==> src/hw/rtl/ksat_pkg.sv <==
// Package for the keyed slot allocator table: sizes, status codes and the
// structs passed between the controller, the allocator and the top level.
// Depends on nothing.
package ksat_pkg;

    localparam int TABLE_SLOTS = 256;
    localparam int SLOT_W      = $clog2(TABLE_SLOTS);
    localparam int OCC_W       = SLOT_W + 1;
    localparam int STORE_BYTES = 12 * 1024;

    localparam int KEY_W    = 32;
    localparam int ADDR_W   = 14;
    localparam int BYTES_W  = 14;
    localparam int STATUS_W = 2;
    localparam int ENTRY_W  = KEY_W + ADDR_W;

    // Allocation granule.
    localparam int ALIGN_MASK = 15;
    localparam int PAD_W      = 4;
    localparam int PADDED_W   = BYTES_W + 1;
    localparam int END_W      = ((ADDR_W > PADDED_W) ? ADDR_W : PADDED_W) + 1;

    // The table is full once occupancy * 4 reaches TABLE_SLOTS * 3.
    localparam int FULL_W = OCC_W + 2;
    localparam logic [FULL_W-1:0] FULL_MARK = FULL_W'(TABLE_SLOTS * 3);

    localparam logic [STATUS_W-1:0] ST_OK       = 2'd0;
    localparam logic [STATUS_W-1:0] ST_FULL     = 2'd1;
    localparam logic [STATUS_W-1:0] ST_OVERFLOW = 2'd2;

    typedef struct packed {
        logic [ADDR_W-1:0]   addr;
        logic                hit;
        logic [STATUS_W-1:0] status;
    } ksat_res_t;

    typedef struct packed {
        logic               commit;
        logic [BYTES_W-1:0] bytes;
    } ksat_alloc_req_t;

    typedef struct packed {
        logic              overflow;
        logic [ADDR_W-1:0] addr;
    } ksat_alloc_res_t;

    typedef struct packed {
        logic               we;
        logic [SLOT_W-1:0]  addr;
        logic [ENTRY_W-1:0] data;
    } ksat_ram_wr_t;

endpackage

==> src/hw/rtl/ksat_alloc.sv <==
// Bump allocator over the store: holds next_free and the tail padding, works
// out the placement of a request and commits it on command. Uses ksat_pkg.
module ksat_alloc (
    input  logic                      clk,
    input  logic                      rst_n,
    input  ksat_pkg::ksat_alloc_req_t req,
    output ksat_pkg::ksat_alloc_res_t res
);

    import ksat_pkg::*;

    logic [ADDR_W-1:0]   next_free_reg;
    logic [ADDR_W-1:0]   next_free_next;
    logic [PAD_W-1:0]    tail_reg;
    logic [PAD_W-1:0]    tail_next;
    logic                pad_fit;
    logic [PADDED_W-1:0] padded;
    logic [END_W-1:0]    end_sum;

    always_comb
    begin
        pad_fit = req.bytes <= {{(BYTES_W - PAD_W){1'b0}}, tail_reg};
        padded  = ({1'b0, req.bytes} + PADDED_W'(ALIGN_MASK)) & ~PADDED_W'(ALIGN_MASK);
        end_sum = END_W'(next_free_reg) + END_W'(padded);

        // A request that fits the padding starts where the padding starts.
        res.overflow = !pad_fit && (end_sum > END_W'(STORE_BYTES));
        res.addr     = pad_fit ? (next_free_reg - ADDR_W'(tail_reg)) : next_free_reg;

        next_free_next = next_free_reg;
        tail_next      = tail_reg;
        if (req.commit)
        begin
            if (pad_fit)
            begin
                tail_next = tail_reg - req.bytes[PAD_W-1:0];
            end
            else
            begin
                tail_next      = padded[PAD_W-1:0] - req.bytes[PAD_W-1:0];
                next_free_next = end_sum[ADDR_W-1:0];
            end
        end
    end

    always_ff @(posedge clk or negedge rst_n)
    begin
        if (!rst_n)
        begin
            next_free_reg <= '0;
            tail_reg      <= '0;
        end
        else
        begin
            next_free_reg <= next_free_next;
            tail_reg      <= tail_next;
        end
    end

endmodule

==> config.mk <==
export PLATFORM = sky130hd
export DESIGN_NAME = ksat_alloc
export DESIGN_NICKNAME = d
export VERILOG_FILES = /design/src/hw/rtl/ksat_pkg.sv /design/src/hw/rtl/ksat_alloc.sv
export SDC_FILE = /design/constraint.sdc
export NUM_CORES = 1
export LEC_CHECK = 0
export ABC_AREA = 1
export BUFFER_PORTS_ARGS = -buffer_cell sky130_fd_sc_hd__buf_2
export CAP_MARGIN = 20
export CORE_ASPECT_RATIO = 1.1
export CORE_MARGIN = 2
export CORE_UTILIZATION = 30
export CTS_BUF_LIST = sky130_fd_sc_hd__clkbuf_4 sky130_fd_sc_hd__clkbuf_8
export DETAILED_ROUTE_END_ITERATION = 16
export GPL_TIMING_DRIVEN = 0
export SYNTH_ARGS = -nofsm -noshare
export SYNTH_HDL_FRONTEND = slang
export SYNTH_SLANG_ARGS = --single-unit
==> constraint.sdc <==
create_clock -name clk -period 6.51 [get_ports clk]
set_clock_uncertainty 0.05 [all_clocks]
set_input_delay 0.3255 -clock clk [delete_from_list [all_inputs] [get_ports clk]]
set_output_delay 0.3255 -clock clk [all_outputs]
set_load 0.03 [all_outputs]
# --- After elaboration in Yosys (flattened, before gate mapping) ---
# Index checks and enable logic that the tools add are counted.
# W data, S select, Z words.
totals:
  regBits: 18
  input_bits: 17
  output_inout_bits: 15
  wordCells: 15
classes:
  add_sub_neg: 5
  n_lt_le_gt_ge: 2
  muxes: 2
  n_bitwise: 1
  reduce_logical: 3
ops:
  columns: ["cell", "count"]
  rows:
  - ["$add A14 B15 Y16", 1]
  - ["$gt A16 B14 Y1 const B", 1]
  - ["$add A14 B4 Y15 const B", 1]
  - ["$le A14 B4 Y1", 1]
  - ["$mux W14", 1]
  - ["$sub A14 B4 Y14", 1]
  - ["$mux W4", 1]
  - ["$sub A1 B4 Y4 const A", 1]
  - ["$sub A4 B4 Y4", 1]
  - ["$reduce_and A2 Y1", 1]
  - ["$logic_and A1 B1 Y1", 1]
  - ["$logic_not A1 Y1", 1]
  - ["$not A1 Y1", 1]

# --- Logic depth before layout (Yosys ltp) ---
# Gate-level depths: netlist (run 1).
logic_depth:
  word_depth: 4
  ltp_mapped: 21
  depth_no_buf: 21

# --- Worst setup path after synthesis (run 1) ---
# No wires, ideal clock.
synth_timing:
  kind: "input to output"
  from: "in req[3] (netlist bit)"
  to: "out res[14] (netlist bit)"
  t_arrival_ps: 2565
  required_ps: 6134
  path_slack_ps: 3569
  cell_stages: 18
  path_buffers: 0
  path_cell_list: "inv_1 > nand3_2 > nand3_1 > nor2_2 > nand3_1 > nor2_2 > nand2_1 > xnor2_1 > ha_1 > nand2_1 > inv_1 > a21oi_1 > nand3_1 > nand2_1 > nand3_1 > nor2_1 > nor2_1 > nor2_1"
synth_lines:
  columns: ["item", "line", "rtl"]
  rows:
  - ["start, declared", "ksat_alloc.sv:6", "input ksat_pkg::ksat_alloc_req_t req,"]
  - ["end, declared", "ksat_alloc.sv:7", "output ksat_pkg::ksat_alloc_res_t res"]

==> flow_metrics.py, run 1 <==
metrics = {
    "min_path": {
        "worstHoldPathType": "primary input to flop",
    },
    "clock_tree": {
        "cts.clk_slew.worst_paths_ns": 0.06,
        "clock-sinks": 14,
        "cts_tree": "yes",
        "clock-root-buffer": "clkbuf_8",
        "cts.htree.levels": 1,
        "clock_latency_ns": 0.25,
        "cts_resized": 0,
        "cts_buffers": 3,
        "clk_path_buf_depth": 2,
    },
    "flow_run": {
        "max_cap_viol_count": 0,
    },
    "cells_and_area": {
        "syn_to_final_growth_pct": 15.8,
        "antennaDiodeCount": 0,
        "fin_area_sq_um": 2360,
        "nets": 399,
        "largest_register_ffs": 10,
        "drive_above_1_share": 0.167,
    },
    "placed_design": {
        "io_buffers": 31,
        "gp_congestion": 0.852,
        "dpl.hpwl_microns": 4270,
        "dpl_worst_slack_ns": 3.18,
        "placed_area_sq_um": 2300,
    },
    "synthesis": {
        "synthesis.nets": 362,
        "synth.most_common_cell": "nand2_1",
        "synth_top_cell_by_area": "nand2_1",
        "yosysSeqAreaShare": 0.172,
        "syn_avg_cell_area_sq_um": 6.30,
        "netlist_instances": 324,
        "ys_top_cells_by_count": "nand2_1 (97), inv_1 (59), nor2_1 (30)",
        "ys_types": 31,
        "yosys_register_bits": 14,
        "ys.flop_type": "dfrtp_1",
        "synth.top_cell.area_share": 0.178,
        "synth_area_sq_um": 2040,
        "synthTopCellsByArea": "nand2_1 (18%), dfrtp_1 (17%), ha_1 (12%)",
        "synth-edff-count": 0,
        "synth_warnings": 0,
        "ys_async_sr_fraction": 1.00,
    },
    "sta": {
        "whs_ns": 0.376,
        "fmax_mhz": 299,
        "layout_setup_ws_ns": 3.17,
        "finalSetupViolCount": 0,
        "period_minus_slack_ns": 3.34,
        "tightest_slew_ns": 0.601,
        "rsz0062_at_grt": "false",
        "slew_headroom": 0.596,
        "fin_tns_setup_ns": 0,
        "fin_crit_sh": 0.513,
        "slew_viol_final": 0,
        "hold_violations": 0,
    },
    "power": {
        "powerDensity_nw_per_um2": 350,
        "clkPwrFrac": 0.106,
        "seq_power_share": 0.193,
        "power.switching_uw": 456,
        "power.leakage_uw": 0.00130,
        "power_frac_comb": 0.701,
        "power.internal_uw": 371,
        "switching_share": 0.552,
        "vdd_drop_max_mv": 0.151,
    },
    "route": {
        "dr.pass1.iters": 4,
        "ant_nets": 0,
        "dr.first_iter.drc_count": 66,
        "drc_errors": 0,
        "via_per_inst": 4.64,
        "vias": 2052,
        "wl_per_cell_microns": 11.1,
        "drt-total-wl_microns": 4920,
    },
    "floorplanning": {
        "initial_core_util": 0.309,
        "die-area_sq_um": 7480,
        "num_io_pins": 32,
        "core_sq_um": 6590,
        "die_y_microns": 90.5,
        "fp-row-count": 31,
        "die_w_microns": 82.6,
    },
    "global_routing": {
        "grt_pass1_vias": 1911,
        "antenna_found_initial": 0,
        "grt_start_max_net_pins": 15,
        "overflow": 0,
        "grt_use_total": 0.144,
        "grt_pass1_wl_microns": 8490,
    },
    "critical_path": {
        "end_kind": "output port",
        "slowest_delay_ns": 0.34,
        "cp_slowest_cell": "ha_1",
        "worstPathArrival_ns": 2.97,
        "path_class": "primary input to output port",
        "cp_max_fo": 5,
        "path_cells": "buf_2 > nor2_1 > nand3_2 > nand3_1 > nor2_2 > nand3_1 > nor2_2 > nand2_1 > xnor2_1 > ha_1 > nand2_1 > inv_1 > a21oi_1 > nand3_1 > nand2_1 > nand3_1 > nand2_1 > nand2_1 > nor2_1 > nor2_1 > buf_2",
        "cp_data_required_time_ns": 6.13,
        "path_common_cell": "nand2_1",
        "start_kind": "primary input",
    },
    "status": {
        "outcome": "completed",
    },
}
-- cell usage in the layout (no fill, tap or decap) --
cell	instances
nand4_1	8
a31oi_1	1
nor2_4	1
nand3b_1	1
xor2_2	1
o2111ai_1	1
o211ai_1	1
buf_6	1
nand3_1	25
o21ai_4	1
o21ai_0	11
a21oi_1	8
nor3_1	5
o311ai_0	1
nor3_2	1
dfrtp_1	14
nand3_2	2
clkbuf_8	4
buf_2	31
inv_1	59
nand2_1	97
inv_4	1
buf_8	1
xnor2_1	3
xor2_1	13
fa_1	2
o21ai_2	8
nand2_2	1
nor2_1	30
nor2_8	1
or2_2	1
nor2_2	5
ha_1	19
dlygate4sd3_1	1
-- cell type report --
cell class | instances | area, sq um
buffer | 2 | 26.3
sequential | 14 | 350
multi-input combinational | 248 | 1440
clock buffer | 4 | 55.1
inverter | 60 | 228
tap | 82 | 103
fill | 749 | 4230
timing repair buffer | 32 | 165
-- critical path, delay by kind of cell --
family                   cells  cell delay, ns
adder cells (fa/ha/maj)      1            0.34
AO/OA/AOI/OAI                1            0.18
XOR/XNOR                     1            0.26
buffers and inverters        3            0.35
AND/OR/NAND/NOR             15            1.50
-- stage by stage --
stage                      util  total power [uW]  cells
after detailed placement  0.349               746    437
after floorplan               -               606    324
final                     0.358               827    442
after global routing      0.358               920    442
after CTS                 0.358               836    442
after global placement    0.349               739    437
-- final timing paths --
path | cells past startpoint | start | slack (ns) | endpoint
max | 21 | req[1] | 3.17 | res[14]
min | 3 | req[0] | 0.38 | tail_reg[0]
max reg2reg | 12 | tail_reg[3] | 3.69 | tail_reg[2]
min reg2reg | 2 | tail_reg[2] | 0.44 | tail_reg[2]
max in group asynchronous | 2 | rst_n | 5.72 | tail_reg[2]
min in group asynchronous | 2 | rst_n | 0.45 | next_free_reg[11]
-- cell families after synthesis --
kind of cell / count (synthesis) / synth area share
compound gates: 32 / 0.104
simple gates: 178 / 0.387
buf+inv: 62 / 0.124
flops: 14 / 0.172
xor+xnor: 17 / 0.0766
fa+ha+maj: 21 / 0.136
-- power groups by stage --
stage          clock (uW)  combinational (uW)  sequential [uW]
6_report             87.5                 580              159
5_1_grt              93.0                 661              166
4_1_cts              88.4                 587              161
3_5_place_dp            0                 583              163
3_3_place_gp            0                 577              162
2_1_floorplan           0                 459              147
-- routing by layer --
metal	global-route usage	part of all wire
met5	0	0
met4	0.0205	0.0045
met3	0.0200	0.045
met2	0.239	0.47
met1	0.200	0.48
-- timing repair --
action                                 4_1_cts  5_1_grt
hold buffers                                 1        0
setup buffers                                0        0
endpoints found under the hold margin       14        0
Note: power is estimated with default switching activity, not from simulation.
==> run 2: changes to the inputs <==
- clock period: 6.51 -> 2.9 ns (I/O delays scaled with it)
==> flow_metrics.py, run 2 (synthesis gave the netlist of run 1 again) <==
metrics = {
    "status": {
        "outcome": "completed",
    },
    "cells_and_area": {
        "final_cell_mix": "nand2_1 (96), inv_1 (59), buf_2 (30), nor2_1 (29), nand3_1 (23)",
        "fin_area_sq_um": 2460,
        "fin_cells": 444,
        "nets": 401,
        "largest_register_ffs": 10,
        "final_core_util": 0.373,
        "drive_above_1_share": 0.199,
        "final_common_cell": "nand2_1",
        "syn_to_final_growth_pct": 20.4,
        "antennaDiodeCount": 0,
    },
    "clock_tree": {
        "clock-root-buffer": "clkbuf_8",
        "clock_latency_ns": 0.25,
        "cts.clk_slew.worst_paths_ns": 0.06,
        "cts_tree": "yes",
        "cts.htree.levels": 1,
        "clock-sinks": 14,
        "cts_buffers": 3,
        "clk_path_buf_depth": 2,
    },
    "global_routing": {
        "antenna_found_initial": 0,
        "overflow": 0,
        "grt_use_total": 0.145,
        "grt_start_max_net_pins": 15,
        "grt_pass1_vias": 1922,
        "grt_pass1_wl_microns": 8560,
    },
    "sta": {
        "finalSetupViolCount": 0,
        "fin_tns_setup_ns": 0,
        "fmax_mhz": 360,
        "whs_ns": 0.191,
        "slew_headroom": 0.640,
        "rsz0062_at_grt": "true",
        "hold_violations": 0,
        "period_minus_slack_ns": 2.78,
        "slew_viol_final": 0,
        "tightest_slew_ns": 0.536,
        "fin_crit_sh": 0.958,
    },
    "critical_path": {
        "path_common_cell": "nand2_1",
        "slowest_delay_ns": 0.26,
        "cp_slowest_cell": "ha_4",
        "end_kind": "output port",
        "path_cells": "buf_2 > nor2_1 > nand3_2 > nand3_4 > nor2_4 > nand3_4 > nor2_4 > nand2_1 > xnor2_2 > ha_4 > nand2_1 > inv_1 > a21oi_2 > nand3_1 > nand2_2 > nand3_1 > nand2_1 > nand2_1 > nor2_1 > nor2_1 > buf_4",
        "worstPathArrival_ns": 2.58,
        "path_class": "primary input to output port",
        "cp_max_fo": 5,
        "cp_data_required_time_ns": 2.71,
        "start_kind": "primary input",
    },
    "power": {
        "power.leakage_uw": 0.00132,
        "powerDensity_nw_per_um2": 776,
        "vdd_drop_max_mv": 0.384,
    },
    "placed_design": {
        "dpl.hpwl_microns": 4270,
        "io_buffers": 31,
        "gp_congestion": 0.852,
        "placed_area_sq_um": 2300,
        "dpl.cell_count": 437,
    },
    "floorplanning": {
        "die_y_microns": 90.5,
        "initial_core_util": 0.309,
        "fp-row-count": 31,
        "die-area_sq_um": 7480,
        "num_io_pins": 32,
        "die_w_microns": 82.6,
        "core_sq_um": 6590,
    },
    "route": {
        "dr.pass1.iters": 4,
        "vias": 2072,
        "via_per_inst": 4.67,
        "drc_errors": 0,
        "dr.first_iter.drc_count": 75,
        "ant_nets": 0,
        "drt-total-wl_microns": 5030,
        "wl_per_cell_microns": 11.3,
    },
    "flow_run": {
        "max_cap_viol_count": 0,
    },
    "min_path": {
        "worstHoldPathType": "primary input to flop",
    },
}
-- run 2: layout make-up --
type | instances | area [sq um]
sequential | 14 | 352
multi-input combinational | 248 | 1510
timing repair buffer | 34 | 183
fill | 736 | 4140
clock buffer | 4 | 55.1
inverter | 60 | 228
tap | 82 | 103
buffer | 2 | 26.3
-- run 2: routing by layer --
layer,GRT usage,part of all wire,vias up
li1,-,-,1098
met1,0.201,0.47,927
met2,0.242,0.48,42
met3,0.0200,0.051,5
met4,0.0205,0.0066,0
met5,0,0,-
-- run 2: path summary, 6_finish.rpt --
path | start | to | slack (ns) | depth (start not counted)
worst min-delay path | req[0] | tail_reg[0] | 0.19 | 3
worst min register to register | tail_reg[2] | tail_reg[2] | 0.44 | 2
max in group asynchronous | rst_n | tail_reg[3] | 2.27 | 2
worst max register to register | tail_reg[3] | tail_reg[2] | 0.25 | 13
worst max-delay path | req[1] | res[14] | 0.12 | 21
min in group asynchronous | rst_n | next_free_reg[11] | 0.27 | 2
-- run 2: timing repair --
| item | in CTS | in global routing |
|---|---|---|
| pin swaps | 0 | 3 |
| endpoints found under the hold margin | 14 | 0 |
| hold buffers | 1 | 0 |
| endpoints found under the setup margin | 1 | 4 |
| gates resized for setup | 3 | 12 |
| setup buffers | 0 | 2 |
-- run 2: worst max-delay path, delay by kind of cell --
kind	cells	cell delay, ns
and+or+nand+nor	15	1.43
buffers and inverters	3	0.36
adders and majority gates	1	0.26
xor gates and xnor gates	1	0.25
AOI/OAI and AO/OA	1	0.15
-- run 2: through the flow --
stage                     total power [uW]  setup WS, ns
final                                 1910         0.121
after global routing                  2120       -0.0469
after CTS                             1900        0.0132
after detailed placement              1670       -0.0644
after global placement                1660       -0.0283
after floorplan                       1360       0.00288
-- run 2: where the power goes --
group	switching, uW	total [uW]	internal, uW
Clock	76.4	197	120
Combinational	876	1350	471
Sequential	94.9	363	268
Total	1050	1910	859
==> run 3: changes to the inputs <==
--- a/config.mk
+++ b/config.mk
@@ -6,5 +6,5 @@
 export NUM_CORES = 1
 export LEC_CHECK = 0
-export ABC_AREA = 1
+export ABC_AREA = 0
 export BUFFER_PORTS_ARGS = -buffer_cell sky130_fd_sc_hd__buf_2
 export CAP_MARGIN = 20
--- a/constraint.sdc
+++ b/constraint.sdc
@@ -3,3 +3,3 @@
 set_input_delay 0.145 -clock clk [delete_from_list [all_inputs] [get_ports clk]]
 set_output_delay 0.145 -clock clk [all_outputs]
-set_load 0.03 [all_outputs]
+set_load 0.05 [all_outputs]
==> flow_metrics.py, run 3 <==
metrics = {
    "sta": {
        "slew_headroom": 0.123,
        "finalSetupViolCount": 2,
        "whs_ns": 0.223,
        "period_minus_slack_ns": 3.27,
        "fin_crit_sh": 1.13,
        "layout_setup_ws_ns": -0.370,
        "fmax_mhz": 306,
        "hold_violations": 0,
        "rsz0062_at_grt": "true",
        "tightest_slew_ns": 1.30,
        "slew_viol_final": 0,
    },
    "cells_and_area": {
        "final_common_cell": "buf_4",
        "final_cell_mix": "buf_4 (28), buf_2 (17), dfrtp_1 (14), xor2_1 (12), ha_1 (12)",
        "largest_register_ffs": 10,
        "syn_to_final_growth_pct": 47.5,
        "fin_area_sq_um": 2640,
        "multi_input_area_sq_um": 1660,
        "antennaDiodeCount": 0,
        "drive_above_1_share": 0.465,
        "nFillCells": 567,
        "register_area_sq_um": 350,
        "nets": 297,
    },
    "critical_path": {
        "cp_data_required_time_ns": 2.71,
        "worstPathArrival_ns": 3.08,
        "end_kind": "output port",
        "path_class": "primary input to output port",
        "start_kind": "primary input",
        "cp_max_fo": 5,
    },
    "floorplanning": {
        "die-area_sq_um": 6590,
        "core_sq_um": 5770,
        "initial_core_util": 0.310,
        "die_w_microns": 77.6,
        "die_y_microns": 84.9,
        "num_io_pins": 32,
        "fp-row-count": 29,
    },
    "synthesis": {
        "ys_async_sr_fraction": 1.00,
        "ys_types": 54,
        "synth-edff-count": 0,
        "synthTopCellsByArea": "dfrtp_1 (20%), ha_1 (13%), xnor2_1 (7.8%)",
        "ys_top_cells_by_count": "ha_1 (19), xnor2_1 (16), dfrtp_1 (14), inv_1 (14), xor2_1 (14)",
        "netlist_instances": 202,
        "ys.flop_type": "dfrtp_1",
        "synthesis.nets": 240,
        "synth.top_cell.area_share": 0.196,
        "synth_top_cell_by_area": "dfrtp_1",
        "syn_avg_cell_area_sq_um": 8.85,
        "synth_warnings": 0,
        "yosys_register_bits": 14,
        "synth.most_common_cell": "ha_1",
        "yosysSeqAreaShare": 0.196,
        "synth_area_sq_um": 1790,
    },
    "placed_design": {
        "gp_congestion": 0.782,
        "placed_area_sq_um": 2080,
        "io_buffers": 30,
        "dpl.hpwl_microns": 3590,
        "dpl_worst_slack_ns": -0.611,
    },
    "clock_tree": {
        "cts.clk_slew.worst_paths_ns": 0.06,
        "cts.htree.levels": 1,
        "cts_tree": "yes",
        "clock-root-buffer": "clkbuf_8",
        "clock_latency_ns": 0.24,
        "cts_buffers": 3,
        "clock-sinks": 14,
        "clk_path_buf_depth": 2,
    },
    "status": {
        "violations": "setup timing",
        "outcome": "complete, but fails checks",
    },
    "global_routing": {
        "grt_start_max_net_pins": 15,
        "grt_pass1_vias": 1675,
        "antenna_found_initial": 0,
        "grt_use_total": 0.142,
        "overflow": 0,
        "grt_pass1_wl_microns": 7770,
    },
    "power": {
        "power.leakage_uw": 0.00115,
        "vdd_drop_max_mv": 0.360,
        "powerDensity_nw_per_um2": 927,
    },
    "route": {
        "via_per_inst": 5.03,
        "vias": 1686,
        "ant_nets": 0,
        "wl_per_cell_microns": 14.3,
        "drt-total-wl_microns": 4800,
        "drc_errors": 0,
        "dr.first_iter.drc_count": 49,
        "dr.pass1.iters": 4,
    },
    "flow_run": {
        "max_cap_viol_count": 0,
    },
    "min_path": {
        "worstHoldPathType": "primary input to flop",
    },
}
## run 3: cell count changes after synthesis, moves of 8 or more
| cell | before | now |
|---|---|---|
| nand2_1 | 97 | 11 |
| inv_1 | 59 | 14 |
| nor2_1 | 30 | 8 |
| nand3_1 | 25 | 9 |
| xnor2_1 | 3 | 16 |
| mux2_2 | 0 | 8 |
## run 3: final timing paths
kind	slack, ns	cells past startpoint	end	startpoint
worst max-delay path	-0.37	15	res[14]	req[3]
worst min-delay path	0.22	3	tail_reg[2]	req[14]
worst max register to register	-0.02	16	tail_reg[3]	tail_reg[1]
worst min register to register	0.52	1	next_free_reg[13]	next_free_reg[13]
max in group asynchronous	2.28	2	tail_reg[2]	rst_n
min in group asynchronous	0.28	2	next_free_reg[4]	rst_n
## run 3: what timing repair did
item	CTS	global route
setup endpoints to repair	6	13
hold buffers	1	0
setup buffers	10	12
gates resized for setup	23	49
pin swaps	13	30
endpoints found under the hold margin	14	0
## run 3: metal layers
| layer | track usage | vias up | wire length [microns] |
|---|---|---|---|
| li1 | - | 850 | - |
| met1 | 0.173 | 803 | 2080 |
| met2 | 0.253 | 29 | 2480 |
| met3 | 0.0245 | 4 | 186 |
| met4 | 0.0455 | 0 | 57 |
| met5 | 0 | - | 0 |
## run 3: logic make-up (layout without fill, tap and decap cells)
family,count (synthesis),after routing,share of synthesized area
simple gates,66,66,0.226
compound gates,44,44,0.176
xor+xnor,30,30,0.147
fa+ha+maj,21,21,0.155
buf+inv,18,74,0.0427
flops,14,14,0.196
mux,9,9,0.0560
## run 3: critical path, cell delays in order
cell	delay (ns)
buf_8	0.10
buf_4	0.14
o41a_4	0.53
and3_4	0.19
nand3_2	0.09
xnor2_2	0.16
ha_1	0.32
a21oi_2	0.19
o211ai_2	0.13
a21oi_4	0.19
xor2_1	0.20
o32ai_2	0.12
o31ai_4	0.30
a31oi_4	0.12
buf_6	0.17
## run 3: area by class of cell
type,count,area share
flip-flops and latches,14,0.133
multi-input cells,170,0.628
plain buffers,3,0.0128
well taps,77,0.0365
inverters,14,0.0199
clock buffers,4,0.0209
repair buffers,53,0.149
## run 3: metrics by stage
step / TNS [ns] / util / cells / power [uW]
after floorplan: -0.0577 / - / 202 / 1540
after global placement: -0.828 / 0.360 / 309 / 1820
after detailed placement: -0.893 / 0.360 / 309 / 1830
after CTS: -0.452 / 0.400 / 324 / 2190
after global routing: -1.48 / 0.457 / 335 / 2620
final: -0.393 / 0.457 / 335 / 2440
## run 3: where the power goes
group	internal, uW	switching (uW)
clock network	120	69.4
registers	277	147
logic	841	989
total	1240	1210
